[src/rtl/acs_pkg.sv]
// Package for the accumulator machine step block.
// Holds transaction types, operation and opcode codes, and the microcode ROM.
// No dependencies.
`timescale 1ns / 1ps
`default_nettype none

package acs_pkg;

    localparam logic [1:0] OPN_WRITE   = 2'd0;
    localparam logic [1:0] OPN_STEP    = 2'd1;
    localparam logic [1:0] OPN_RESTART = 2'd2;

    localparam logic [1:0] ST_RUN   = 2'd0;
    localparam logic [1:0] ST_HALT  = 2'd1;
    localparam logic [1:0] ST_FAULT = 2'd2;

    localparam logic CFG_START = 1'b0;
    localparam logic CFG_LIMIT = 1'b1;

    localparam logic [7:0] START_RESET = 8'd80;
    localparam logic [7:0] LIMIT_RESET = 8'd32;

    localparam logic [7:0] OP_JMP      = 8'h10;
    localparam logic [7:0] OP_JMPN     = 8'h11;
    localparam logic [7:0] OP_JMPZ     = 8'h12;
    localparam logic [7:0] OP_JMP_LAST = 8'h1F;
    localparam logic [7:0] OP_LD_I     = 8'h00;
    localparam logic [7:0] OP_ADD_I    = 8'h20;
    localparam logic [7:0] OP_SUB_I    = 8'h21;
    localparam logic [7:0] OP_NAND_I   = 8'h22;
    localparam logic [7:0] OP_LD_D     = 8'h40;
    localparam logic [7:0] OP_OUT_D    = 8'h41;
    localparam logic [7:0] OP_STA_D    = 8'h48;
    localparam logic [7:0] OP_STI_D    = 8'h49;
    localparam logic [7:0] OP_ADD_D    = 8'h60;
    localparam logic [7:0] OP_SUB_D    = 8'h61;
    localparam logic [7:0] OP_NAND_D   = 8'h62;
    localparam logic [7:0] OP_LD_X     = 8'hC0;
    localparam logic [7:0] OP_OUT_X    = 8'hC1;
    localparam logic [7:0] OP_STA_X    = 8'hC8;
    localparam logic [7:0] OP_STI_X    = 8'hC9;
    localparam logic [7:0] OP_ADD_X    = 8'hE0;
    localparam logic [7:0] OP_SUB_X    = 8'hE1;
    localparam logic [7:0] OP_NAND_X   = 8'hE2;

    typedef struct packed {
        logic [1:0] operation;
        logic [7:0] address;
        logic [7:0] data;
    } in_t;

    typedef struct packed {
        logic [1:0] status;
        logic [7:0] pc;
        logic [7:0] acc;
        logic       out_valid;
        logic [7:0] out_value;
        logic       input_taken;
    } out_t;

    typedef enum logic [2:0] {
        CL_JMP, CL_IMM, CL_DIR, CL_IND, CL_BAD
    } cls_t;

    typedef enum logic [2:0] {
        FN_LOAD, FN_ADD, FN_SUB, FN_NAND, FN_OUT, FN_STA, FN_STI, FN_NONE
    } fn_t;

    typedef enum logic [2:0] {
        AS_PC, AS_PC1, AS_MDR, AS_ARG, AS_PTR, AS_REQ
    } addr_sel_t;

    typedef enum logic [2:0] {
        EX_NONE, EX_DECODE, EX_DIR, EX_IND, EX_SIMPLE
    } exec_t;

    typedef enum logic [1:0] {
        SQ_NEXT, SQ_JUMP, SQ_DISPATCH, SQ_DONE
    } seq_t;

    typedef logic [2:0] upc_t;

    localparam upc_t U_FETCH    = 3'd0;
    localparam upc_t U_OPERAND  = 3'd1;
    localparam upc_t U_DECODE   = 3'd2;
    localparam upc_t U_DIRECT   = 3'd3;
    localparam upc_t U_POINTER  = 3'd4;
    localparam upc_t U_INDIRECT = 3'd5;
    localparam upc_t U_SIMPLE   = 3'd6;

    typedef struct packed {
        addr_sel_t asel;
        logic      rd;
        logic      ld_op;
        logic      ld_arg;
        logic      ld_ptr;
        logic      pc_inc;
        exec_t     ex;
        seq_t      seq;
        upc_t      target;
    } ucode_t;

    function automatic ucode_t ucode_rom(input upc_t a);
        ucode_t w;
        w = '{asel: AS_REQ, rd: 1'b0, ld_op: 1'b0, ld_arg: 1'b0, ld_ptr: 1'b0,
              pc_inc: 1'b0, ex: EX_NONE, seq: SQ_DONE, target: U_FETCH};
        case (a)
            U_FETCH: begin
                w.asel = AS_PC;
                w.rd   = 1'b1;
                w.seq  = SQ_NEXT;
            end
            U_OPERAND: begin
                w.asel   = AS_PC1;
                w.rd     = 1'b1;
                w.ld_op  = 1'b1;
                w.pc_inc = 1'b1;
                w.seq    = SQ_NEXT;
            end
            U_DECODE: begin
                w.asel   = AS_MDR;
                w.rd     = 1'b1;
                w.ld_arg = 1'b1;
                w.ex     = EX_DECODE;
                w.seq    = SQ_DISPATCH;
            end
            U_DIRECT: begin
                w.asel = AS_ARG;
                w.ex   = EX_DIR;
            end
            U_POINTER: begin
                w.asel   = AS_MDR;
                w.rd     = 1'b1;
                w.ld_ptr = 1'b1;
                w.seq    = SQ_JUMP;
                w.target = U_INDIRECT;
            end
            U_INDIRECT: begin
                w.asel = AS_PTR;
                w.ex   = EX_IND;
            end
            default: begin
                w.ex = EX_SIMPLE;
            end
        endcase
        return w;
    endfunction

    function automatic cls_t op_class(input logic [7:0] op);
        cls_t c;
        unique case (op) inside
            [OP_JMP:OP_JMP_LAST]:                          c = CL_JMP;
            OP_LD_I, OP_ADD_I, OP_SUB_I, OP_NAND_I:        c = CL_IMM;
            OP_LD_D, OP_OUT_D, OP_STA_D, OP_STI_D,
            OP_ADD_D, OP_SUB_D, OP_NAND_D:                 c = CL_DIR;
            OP_LD_X, OP_OUT_X, OP_STA_X, OP_STI_X,
            OP_ADD_X, OP_SUB_X, OP_NAND_X:                 c = CL_IND;
            default:                                       c = CL_BAD;
        endcase
        return c;
    endfunction

    function automatic fn_t op_fn(input logic [7:0] op);
        fn_t f;
        unique case (op) inside
            OP_LD_I, OP_LD_D, OP_LD_X:       f = FN_LOAD;
            OP_ADD_I, OP_ADD_D, OP_ADD_X:    f = FN_ADD;
            OP_SUB_I, OP_SUB_D, OP_SUB_X:    f = FN_SUB;
            OP_NAND_I, OP_NAND_D, OP_NAND_X: f = FN_NAND;
            OP_OUT_D, OP_OUT_X:              f = FN_OUT;
            OP_STA_D, OP_STA_X:              f = FN_STA;
            OP_STI_D, OP_STI_X:              f = FN_STI;
            default:                         f = FN_NONE;
        endcase
        return f;
    endfunction

endpackage

`default_nettype wire

[src/rtl/acs_ram.sv]
// Generic single-port RAM with registered read data.
// No dependencies.
`timescale 1ns / 1ps
`default_nettype none

module acs_ram #(
    parameter int WIDTH = 8,
    parameter int DEPTH = 256
) (
    input  wire logic                     aclk,
    input  wire logic                     we,
    input  wire logic                     re,
    input  wire logic [$clog2(DEPTH)-1:0] addr,
    input  wire logic [WIDTH-1:0]         wdata,
    output logic      [WIDTH-1:0]         rdata
);

    logic [WIDTH-1:0] mem_reg [DEPTH];
    logic [WIDTH-1:0] rdata_reg;

    always_ff @(posedge aclk) begin
        if (we) begin
            mem_reg[addr] <= wdata;
        end
        if (re) begin
            rdata_reg <= mem_reg[addr];
        end
    end

    assign rdata = rdata_reg;

endmodule

`default_nettype wire

[src/rtl/accumulator_cpu_step_top.sv]
// Top level of the accumulator machine step block: sequencer, datapath and store.
// Depends on acs_pkg and acs_ram.
`timescale 1ns / 1ps
`default_nettype none

// Each transaction runs alone through a microcoded sequencer that walks the
// single-port store, one read per cycle with registered read data. A write, a
// restart or a step while halted or faulted runs only the simple step; a step with
// an immediate operand, a jump or an unknown opcode runs fetch, operand and decode,
// a direct operand adds the direct step, an indirect one the pointer and indirect
// steps. s_ready is low while a transaction is in work. A finished result waits in
// the output register; the next one holds at its last step until it is taken. The
// store reads as zero after reset via per-byte valid flags, so needs no clearing.
module accumulator_cpu_step_top
    import acs_pkg::*;
#(
    parameter int MEM_DEPTH = 256
) (
    input  wire logic       aclk,
    input  wire logic       aresetn,
    input  wire logic       s_valid,
    output logic            s_ready,
    input  wire in_t        s_data,
    output logic            m_valid,
    input  wire logic       m_ready,
    output out_t            m_data,
    input  wire logic       cfg_we,
    input  wire logic       cfg_addr,
    input  wire logic [7:0] cfg_wdata
);

    localparam int AW = $clog2(MEM_DEPTH);

    logic                 busy_reg;
    upc_t                 upc_reg;
    in_t                  req_reg;
    logic [7:0]           pc_reg;
    logic [7:0]           acc_reg;
    logic [1:0]           status_reg;
    logic [7:0]           op_reg;
    logic [7:0]           arg_reg;
    logic [7:0]           ptr_reg;
    logic [7:0]           start_reg;
    logic [7:0]           limit_reg;
    logic [MEM_DEPTH-1:0] vld_reg;
    logic                 vld_rd_reg;
    logic                 m_valid_reg;
    out_t                 m_data_reg;

    ucode_t     uw;
    cls_t       cls;
    fn_t        fn;
    logic [7:0] mdr;
    logic [7:0] ram_rdata;
    logic [7:0] mem_addr;
    logic       accept;
    logic       out_free;
    logic       final_step;
    logic       advance;
    logic       ram_we;
    logic       ram_re;
    logic       store_we;
    logic [7:0] store_data;
    logic [7:0] pc_next;
    logic [7:0] acc_next;
    logic [1:0] status_next;
    logic       ov;
    logic       taken;
    upc_t       upc_next;
    logic       go;

    assign uw       = ucode_rom(upc_reg);
    assign cls      = op_class(op_reg);
    assign fn       = op_fn(op_reg);
    assign mdr      = vld_rd_reg ? ram_rdata : 8'd0;
    assign accept   = s_valid && !busy_reg;
    assign out_free = !m_valid_reg || m_ready;

    assign final_step = busy_reg && ((uw.seq == SQ_DONE) ||
        ((uw.seq == SQ_DISPATCH) && (cls != CL_DIR) && (cls != CL_IND)));
    assign advance = busy_reg && (!final_step || out_free);

    always_comb begin
        unique case (uw.asel)
            AS_PC:   mem_addr = pc_reg;
            AS_PC1:  mem_addr = pc_reg + 8'd1;
            AS_MDR:  mem_addr = mdr;
            AS_ARG:  mem_addr = arg_reg;
            AS_PTR:  mem_addr = ptr_reg;
            default: mem_addr = req_reg.address;
        endcase
    end

    always_comb begin
        pc_next     = pc_reg;
        acc_next    = acc_reg;
        status_next = status_reg;
        ov          = 1'b0;
        taken       = 1'b0;
        store_we    = 1'b0;
        store_data  = acc_reg;
        go          = (op_reg == OP_JMP) || ((op_reg == OP_JMPN) && acc_reg[7]) ||
                      ((op_reg == OP_JMPZ) && (acc_reg == 8'd0));
        unique case (uw.ex)
            EX_SIMPLE: begin
                case (req_reg.operation)
                    OPN_WRITE: begin
                        store_we   = 1'b1;
                        store_data = req_reg.data;
                    end
                    OPN_RESTART: begin
                        pc_next     = start_reg;
                        acc_next    = 8'd0;
                        status_next = ST_RUN;
                    end
                    default: ;
                endcase
            end
            EX_DECODE, EX_DIR, EX_IND: begin
                if (cls == CL_JMP) begin
                    pc_next = go ? mdr : pc_reg + 8'd1;
                end else if (cls != CL_BAD) begin
                    pc_next = pc_reg + 8'd1;
                    case (fn)
                        FN_LOAD: acc_next = mdr;
                        FN_ADD:  acc_next = acc_reg + mdr;
                        FN_SUB:  acc_next = acc_reg - mdr;
                        FN_NAND: acc_next = ~(acc_reg & mdr);
                        FN_OUT:  ov = 1'b1;
                        FN_STA:  store_we = 1'b1;
                        FN_STI: begin
                            store_we   = 1'b1;
                            store_data = req_reg.data;
                            taken      = 1'b1;
                        end
                        default: ;
                    endcase
                end
                if (cls == CL_BAD) begin
                    status_next = ST_FAULT;
                end else if (pc_next == 8'd0) begin
                    status_next = ST_HALT;
                end else if (pc_next < limit_reg) begin
                    status_next = ST_FAULT;
                end else begin
                    status_next = ST_RUN;
                end
            end
            default: ;
        endcase
    end

    always_comb begin
        unique case (uw.seq)
            SQ_NEXT:     upc_next = upc_reg + 3'd1;
            SQ_JUMP:     upc_next = uw.target;
            SQ_DISPATCH: upc_next = (cls == CL_IND) ? U_POINTER : U_DIRECT;
            default:     upc_next = upc_reg;
        endcase
    end

    assign ram_we = final_step && advance && store_we;
    assign ram_re = advance && uw.rd;

    acs_ram #(
        .WIDTH (8),
        .DEPTH (MEM_DEPTH)
    ) u_store (
        .aclk  (aclk),
        .we    (ram_we),
        .re    (ram_re),
        .addr  (mem_addr[AW-1:0]),
        .wdata (store_data),
        .rdata (ram_rdata)
    );

    always_ff @(posedge aclk) begin
        if (!aresetn) begin
            busy_reg    <= 1'b0;
            upc_reg     <= U_FETCH;
            pc_reg      <= START_RESET;
            acc_reg     <= 8'd0;
            status_reg  <= ST_RUN;
            start_reg   <= START_RESET;
            limit_reg   <= LIMIT_RESET;
            vld_reg     <= '0;
            vld_rd_reg  <= 1'b0;
            m_valid_reg <= 1'b0;
        end else begin
            if (cfg_we) begin
                case (cfg_addr)
                    CFG_START: start_reg <= cfg_wdata;
                    default:   limit_reg <= cfg_wdata;
                endcase
            end
            if (ram_we) begin
                vld_reg[mem_addr[AW-1:0]] <= 1'b1;
            end
            if (ram_re) begin
                vld_rd_reg <= vld_reg[mem_addr[AW-1:0]];
            end
            if (accept) begin
                busy_reg <= 1'b1;
                if ((s_data.operation == OPN_STEP) && (status_reg == ST_RUN)) begin
                    upc_reg <= U_FETCH;
                end else begin
                    upc_reg <= U_SIMPLE;
                end
            end else if (advance) begin
                if (final_step) begin
                    busy_reg   <= 1'b0;
                    pc_reg     <= pc_next;
                    acc_reg    <= acc_next;
                    status_reg <= status_next;
                end else begin
                    upc_reg <= upc_next;
                    if (uw.pc_inc) begin
                        pc_reg <= pc_reg + 8'd1;
                    end
                end
            end
            if (final_step && advance) begin
                m_valid_reg <= 1'b1;
            end else if (m_ready) begin
                m_valid_reg <= 1'b0;
            end
        end
    end

    always_ff @(posedge aclk) begin
        if (accept) begin
            req_reg <= s_data;
        end
        if (advance && uw.ld_op) begin
            op_reg <= mdr;
        end
        if (advance && uw.ld_arg) begin
            arg_reg <= mdr;
        end
        if (advance && uw.ld_ptr) begin
            ptr_reg <= mdr;
        end
        if (final_step && advance) begin
            m_data_reg.status      <= status_next;
            m_data_reg.pc          <= pc_next;
            m_data_reg.acc         <= acc_next;
            m_data_reg.out_valid   <= ov;
            m_data_reg.out_value   <= ov ? mdr : 8'd0;
            m_data_reg.input_taken <= taken;
        end
    end

    assign s_ready = !busy_reg;
    assign m_valid = m_valid_reg;
    assign m_data  = m_data_reg;

endmodule

`default_nettype wire
[config.mk]
export PLATFORM = sky130hd
export DESIGN_NAME = accumulator_cpu_step_top
export DESIGN_NICKNAME = d
export VERILOG_FILES = /design/src/rtl/acs_pkg.sv /design/src/rtl/acs_ram.sv /design/src/rtl/accumulator_cpu_step_top.sv
export SDC_FILE = /design/constraint.sdc
export NUM_CORES = 2
export LEC_CHECK = 0
export ABC_CLOCK_PERIOD_IN_PS = 6600
export BUFFER_PORTS_ARGS = -buffer_cell sky130_fd_sc_hd__buf_2
export CORE_MARGIN = 1
export CORE_UTILIZATION = 50
export DETAILED_ROUTE_END_ITERATION = 6
export GPL_TIMING_DRIVEN = 0
export HOLD_SLACK_MARGIN = 0.08
export PLACE_DENSITY = 0.74
export SYNTH_ARGS = -nofsm -noshare
export SYNTH_HDL_FRONTEND = slang
export SYNTH_HIERARCHICAL = 1
export SYNTH_SLANG_ARGS = --single-unit
[constraint.sdc]
create_clock -name aclk -period 6.6 [get_ports aclk]
set_clock_uncertainty 0.1 [all_clocks]
set_input_delay 0.66 -clock aclk [delete_from_list [all_inputs] [get_ports aclk]]
set_output_delay 0.66 -clock aclk [all_outputs]
set_load 0.01 [all_outputs]
* Word-level counts from Yosys, hierarchy flattened
Memory sizes are Yosys's and may differ from the RTL's. A register that Yosys moved wholly into a read port is not among the register bits.
Cells that the tools add are included.
** Operators by class
- Bitwise logic cells :: 7
- Reduce and logical (&&, ||, !) cells :: 62
- $lt $le $gt $ge :: 5
- $add $sub $neg :: 4
- Equal/unequal tests :: 50
- Multiplexer cells :: 62
** Operators with widths (number)
- $or A256 B256 Y256 :: 1
- $mux W8 :: 15
- $eq A8 B7 Y1 const B :: 7
- $eq A8 B8 Y1 const B :: 7
- $pmux W8 S2 :: 3
- $pmux W8 S5 :: 1
- $pmux W8 S4 :: 1
- $eq A3 B2 Y1 const B :: 9
- $eq A3 B3 Y1 const B :: 8
- $eq A8 B5 Y1 const B :: 3
- $eq A8 B6 Y1 const B :: 3
- $logic_not A8 Y1 :: 3
- $pmux W3 S4 :: 2
- $mux W1 :: 22
- $pmux W3 S7 :: 1
- $reduce_or A3 Y1 :: 7
- $mux W3 :: 6
- $logic_and A1 B1 Y1 :: 16
- $pmux W3 S5 :: 1
- $reduce_or A7 Y1 :: 2
- $eq A3 B1 Y1 const B :: 4
- $logic_not A3 Y1 :: 4
- $reduce_or A2 Y1 :: 6
- $lt A8 B9 Y1 const B :: 1
- 31 further kinds :: 57
** Storage, ports and cells
- Register bits :: 366
- Bits of input ports :: 32
- Output and inout bits :: 30
- Word-level logic and storage cells :: 213
- Bits in writable memories :: 2048
- Memories kept :: 1
** Memories
- u_store.mem_reg :: words 256, bits a word 8, rd ports 1, clocked after memory_dff 1, write ports 1, RTL line acs_ram.sv:18 : logic [WIDTH-1:0] mem_reg [DEPTH];

* Depth between registers and ports, before layout
- Word-level depth :: 15
- Depth in mapped cells :: 24
- Mapped depth without buffers :: 19

* By module
Netlist, hierarchy kept.
** By module, submodules not included
- acs_ram :: times used 1, seq. area each 61739.2 um^2, cells an instance 3547, area each 78572.9 um^2
- accumulator_cpu_step_top :: times used 1, seq. area each 8027.7 um^2, cells an instance 2009, area each 16628.4 um^2

* Worst setup path after synthesis
Ideal clock, no wire load.
- Path kind :: reg2reg
- From :: register upc_reg[0]
- To :: memory u_store.mem_reg[111][0], enable pin
- Library setup time :: 0.370 ns
- Arrival time :: 4.693 ns
- Buffers on the path :: 10
- Slack :: 1.437 ns
- Stages on the path, launching flop included :: 24
- Data required time :: 6.130 ns
- Clock period less this slack :: 5.163 ns
- Path through :: dfxtp_1 > inv_1 > ha_1 > clkbuf_1 > nand2_1 > ha_1 > buf_2 > or4bb_1 > o211a_2 > nand4_2 > nand2_2 > clkinv_2 > buf_2 > buf_2 > buf_2 > buf_2 > clkbuf_1 > clkbuf_1 > nand2_1 > buf_2 > nor2_1 > nand2_1 > clkbuf_1 > nor2_1
** Between the ends
- Elaborated cells between the ends (all ways) :: 37
- Those cells by class :: eq/ne: 15; mux: 7; reduce/logical: 15
** RTL lines
- from (decl) :: RTL line accumulator_cpu_step_top.sv:35 : upc_t upc_reg;
- from (signal assigned) :: RTL line accumulator_cpu_step_top.sv:216 : upc_reg <= upc_next;
- $eq A3 B3 Y1 / $eq A3 B2 Y1 (equally long branches) :: RTL line acs_pkg.sv:107 : case (a)
- $reduce_or A2 Y1 (no source line)
- $pmux W3 S5 (*) :: RTL line acs_pkg.sv:107
- $eq A3 B3 Y1 (tied with other cells) :: RTL line accumulator_cpu_step_top.sv:84 : unique case (uw.asel)
- $pmux W8 S5 (*) :: RTL line accumulator_cpu_step_top.sv:84
- named net mem_addr[1] :: RTL line accumulator_cpu_step_top.sv:55 : logic [7:0] mem_addr;
- to (decl) :: RTL line acs_ram.sv:18
The timed path passes the listed nets; every way through them passes the cells marked *.

* Worst setup path in the final report
- From :: register upc_reg[0]
- To :: register u_store.rdata_reg[3] (netlist: u_store/rdata[3]), read port of u_store.mem_reg, data pin
** Between the ends
- Elaborated cells between the ends (all ways) :: 28
- Those cells by class :: eq/ne: 11; mux: 4; reduce/logical: 13
** RTL lines
- $eq A3 B3 Y1 / $eq A3 B2 Y1 (equally long branches) :: RTL line acs_pkg.sv:107
- $reduce_or A2 Y1 (no source line)
- $pmux W3 S5 (*) :: RTL line acs_pkg.sv:107
- $eq A3 B3 Y1 (tied with other cells) :: RTL line accumulator_cpu_step_top.sv:84
- $pmux W8 S5 (*) :: RTL line accumulator_cpu_step_top.sv:84
- named net mem_addr[3] :: RTL line accumulator_cpu_step_top.sv:55
- to (decl) :: RTL line acs_ram.sv:19 : logic [WIDTH-1:0] rdata_reg;
Marks and branches as above.
A chain may end at the register's enable or synchronous reset.

==> impl_metrics.sql <==
INSERT INTO impl_metrics (metric_group, metric, value, unit) VALUES
('timing', 'rsz_0062_raised_after_global_routing', 'true', ''),
('placed_design', 'gpl.final_weighted_congestion', '1.004', ''),
('clock_network', 'cts_sinks', '2422', ''),
('placed_design', 'dp.final_hpwl', '168.6', 'mm'),
('final_layout', 'fraction_of_layout_instances_using_a_drive_strength_above_1', '0.2295', ''),
('floorplanning', 'core_region_area', '188400', 'um2'),
('timing', 'setup-violations-final', '0', ''),
('grt', 'via_count_of_the_first_global_routing_pass', '53800', ''),
('logic_synthesis', 'synth_enable_flop_cells', '2126', ''),
('clock_network', 'cts.path.max_buffers', '3', ''),
('floorplanning', 'chipWidth', '438.4', 'um'),
('timing', 'drv_slew', '0', ''),
('critical_path', 'crit_path_max_fanout', '10', ''),
('grt', 'globalRoute.totalOverflow', '0', ''),
('grt', 'number_of_antenna_violations_at_the_first_check_in_global_routing', '7', ''),
('final_layout', 'syn_to_final_growth', '14.03', '%'),
('placed_design', 'place_ws', '-2.241', 'ns'),
('route', 'route.detailed.vias_per_inst', '6.536', ''),
('clock_network', 'tritoncts_clock_tree', 'built', ''),
('route', 'avgRoutedWirePerCell', '30.64', 'um'),
('logic_synthesis', 'synth_cell_types', '85', ''),
('critical_path', 'cp_data_required_time', '7.03', 'ns'),
('logic_synthesis', 'yosys_warnings', '6', ''),
('critical_path', 'timing.critical_path.from', 'upc_reg[0]', ''),
('logic_synthesis', 'synth_flop_cell', 'edfxtp_1', ''),
('route', 'remaining_drc_errors', '0', ''),
('status', 'violated_checks', 'capacitance limit', ''),
('critical_path', 'worstReg2RegStart', 'upc_reg[0]', ''),
('logic_synthesis', 'postSynthRegisterBits', '2422', ''),
('critical_path', 'cp-end-kind', 'flop', ''),
('logic_synthesis', 'yosys-top-cells-area', 'edfxtp_1 67%, mux4_2 12%, dfxtp_1 6.2%', ''),
('floorplanning', 'floorplan.io_pins', '62', ''),
('timing', 'max_slew.worst_pin.slew', '1.497', 'ns'),
('timing', 'layout_worst_path_cycle_share', '0.9909', ''),
('timing', 'post-route-min-period', '6.540', 'ns'),
('critical_path', 'reg2reg_setup_slack', '0.06', 'ns'),
('timing', 'timing.final.ws_setup', '0.06034', 'ns'),
('clock_network', 'h_tree_level_count', '4', ''),
('logic_synthesis', 'netlist_area_pre_place', '95200', 'um2'),
('critical_path', 'worst-r2r-cell-count', '19', ''),
('floorplanning', 'num_rows', '159', ''),
('final_layout', 'largest_register_ffs', '2048', ''),
('logic_synthesis', 'synthesis.nets', '5614', ''),
('critical_path', 'crit_end', 'u_store/rdata[3]', ''),
('critical_path', 'crit_path_start_kind', 'flop', ''),
('logic_synthesis', 'synthDominantCellAreaShare', '0.6706', ''),
('logic_synthesis', 'synthDominantAreaCellType', 'edfxtp_1', ''),
('logic_synthesis', 'synth_async_sr_flop_share', '0', ''),
('critical_path', 'critical_path_arrival', '6.97', 'ns'),
('floorplanning', 'die_area', '192200', 'um2'),
('final_layout', 'design.final.nets', '5949', ''),
('clock_network', 'path_clk_slew', '0.07', 'ns'),
('clock_network', 'cts_inserted_buffers', '230', ''),
('critical_path', 'worstReg2RegEnd', 'u_store/rdata[3]', ''),
('route', 'route.vias.total', '56100', ''),
('logic_synthesis', 'post_synthesis_cells', '5556', ''),
('route', 'dr.first_iter.drc_count', '8755', ''),
('floorplanning', 'initial_utilization', '0.5053', ''),
('timing', 'fmax', '0.1529', 'GHz'),
('critical_path', 'criticalPathCategory', 'reg2reg', ''),
('clock_network', 'worst_skew_pair.late_latency', '0.89', 'ns'),
('grt', 'groute.usage.overall', '0.2719', ''),
('floorplanning', 'floorplan_die_height', '438.4', 'um'),
('grt', 'pin_count_of_the_biggest_net_entering_global_routing', '153', ''),
('timing', 'finalHoldViolations', '0', ''),
('route', 'totalWireLength', '263.0', 'mm'),
('worst_hold_path', 'min_path_type', 'in2reg', ''),
('grt', 'grt_first_pass_wirelength', '376.1', 'mm'),
('status', 'outcome', 'finished, violations left', ''),
('logic_synthesis', 'sequential_cell_area_fraction_in_the_yosys_report', '0.7328', ''),
('logic_synthesis', 'post_synth.cell_area_avg', '17.13', 'um2'),
('timing', 'slew_headroom', '0.002128', ''),
('worst_hold_path', 'holdPathStages', '5', ''),
('flow_run', 'timing.max_cap.violations', '1', ''),
('route', 'drt_pass1_iterations', '6', ''),
('clock_network', 'clock_tree_root', 'clkbuf_16', ''),
('placed_design', 'portBuffers', '61', ''),
('route', 'antenna_violating_nets_post_route', '0', '');
==> synthesized netlist by cell type (4+ instances only) <==
| master | n |
|---|---|
| a211oi_1 | 8 |
| a21o_1 | 7 |
| a21oi_1 | 418 |
| a221oi_1 | 16 |
| a22oi_1 | 265 |
| a311oi_1 | 6 |
| a31oi_1 | 17 |
| a32o_1 | 4 |
| a32oi_1 | 28 |
| and2_1 | 6 |
| and3_1 | 6 |
| buf_1 | 23 |
| buf_2 | 87 |
| buf_4 | 22 |
| buf_6 | 19 |
| clkbuf_1 | 228 |
| dfxtp_1 | 296 |
| edfxtp_1 | 2126 |
| ha_1 | 25 |
| inv_1 | 39 |
| mux2_2 | 10 |
| mux2i_1 | 15 |
| mux4_2 | 521 |
| nand2_1 | 316 |
| nand2b_1 | 20 |
| nand3_1 | 108 |
| nand4_1 | 15 |
| nor2_1 | 596 |
| nor2b_1 | 19 |
| nor3_1 | 50 |
| nor3_2 | 6 |
| nor4_1 | 5 |
| o21a_1 | 50 |
| o21ai_0 | 46 |
| o22ai_1 | 9 |
| o41ai_1 | 33 |
| or2_2 | 5 |
| or3_1 | 4 |
| xnor2_1 | 9 |
==> cells in the final DEF (no fill, tap or decap), types with 46 or more instances in the layout <==
| master | count |
|---|---|
| nor2_2 | 69 |
| buf_2 | 135 |
| nand3_1 | 102 |
| mux4_2 | 521 |
| clkbuf_1 | 209 |
| a21oi_1 | 413 |
| clkinv_1 | 52 |
| dfxtp_1 | 296 |
| o21a_1 | 50 |
| a22oi_1 | 262 |
| nor2_1 | 422 |
| clkbuf_16 | 234 |
| o21ai_0 | 46 |
| nand2_1 | 314 |
| edfxtp_1 | 2126 |
| nor2_4 | 105 |
==> final cells by class <==
class / count / area [um2]
timing repair buffer: 108 / 953.4
fill: 13570 / 79840
clock inverter: 132 / 1284
clock buffer: 295 / 6146
antenna: 2 / 5.005
multi-input combinational: 2711 / 25050
tap: 2495 / 3122
sequential: 2422 / 69770
buffer: 374 / 2059
inverter: 44 / 170.2
==> through the flow <==
step | TNS, ns | utilization | hold slack, ns | cell area, um2 | cells
5_1_grt | 0 | 0.5762 | 0.2343 | 108600 | 8581
6_report | 0 | 0.5762 | 0.1939 | 108600 | 8583
3_5_place_dp | -2281.45 | 0.5261 | 0.3525 | 99110 | 8123
4_1_cts | -0.02342 | 0.5738 | 0.1340 | 108100 | 8575
2_1_floorplan | 0 | - | 0.3315 | 95200 | 5556
3_3_place_gp | -4681.85 | 0.5235 | 0.3423 | 98630 | 8112
==> routing by layer <==
metal / vias up / global-route usage / part of all wire
li1: 22810 / - / -
met1: 28560 / 0.3731 / 0.36
met2: 4034 / 0.4082 / 0.45
met3: 691 / 0.07102 / 0.13
met4: 6 / 0.1277 / 0.050
met5: - / 0 / 0.00017
==> timing repair <==
action	4_1_cts	5_1_grt
gates resized for setup	398	122
buffers inserted	0	4
setup endpoints to repair	2040	1781
pin swaps	3	7
hold buffers	28	0
hold endpoints to repair	36	0
==> cells by family after synthesis <==
group | share of synthesized area
compound gates | 0.06394
simple gates | 0.05251
flops | 0.7328
fa+ha+maj | 0.003496
buf+inv | 0.02020
mux | 0.1260
xor+xnor | 0.001012
==> worst min-delay path by stage <==
| stage | start | to | slack [ns] |
|---|---|---|---|
| 2_1_floorplan | vld_reg[194] | vld_reg[194] | 0.33 |
| 3_3_place_gp | vld_reg[247] | vld_reg[247] | 0.34 |
| 3_5_place_dp | vld_reg[194] | vld_reg[194] | 0.35 |
| 4_1_cts | cfg_addr | start_reg[3] | 0.13 |
| 5_1_grt | cfg_addr | start_reg[3] | 0.23 |
| 6_report | cfg_addr | start_reg[3] | 0.19 |
==> worst max-delay path, cell delays in order, from the launching register on <==
cell and delay [ns]:
dfxtp_1 0.35, inv_1 0.09, ha_1 0.14, clkbuf_1 0.37, nand2_1 0.19, ha_1 0.26, buf_2 0.18, and2b_2 0.26
nand3_2 0.22, o21ai_1 0.14, a211oi_4 0.41, nand2_2 0.34, nor2b_1 0.24, clkbuf_1 0.31, clkbuf_2 0.45, clkbuf_1 0.40
a22oi_1 0.40, a21oi_1 0.29, o41ai_4 0.62, nand4_1 0.38
Power is left out: the tool's default activity adds up to more than one toggle a clock period on the data nets, which glitch-free logic cannot reach.
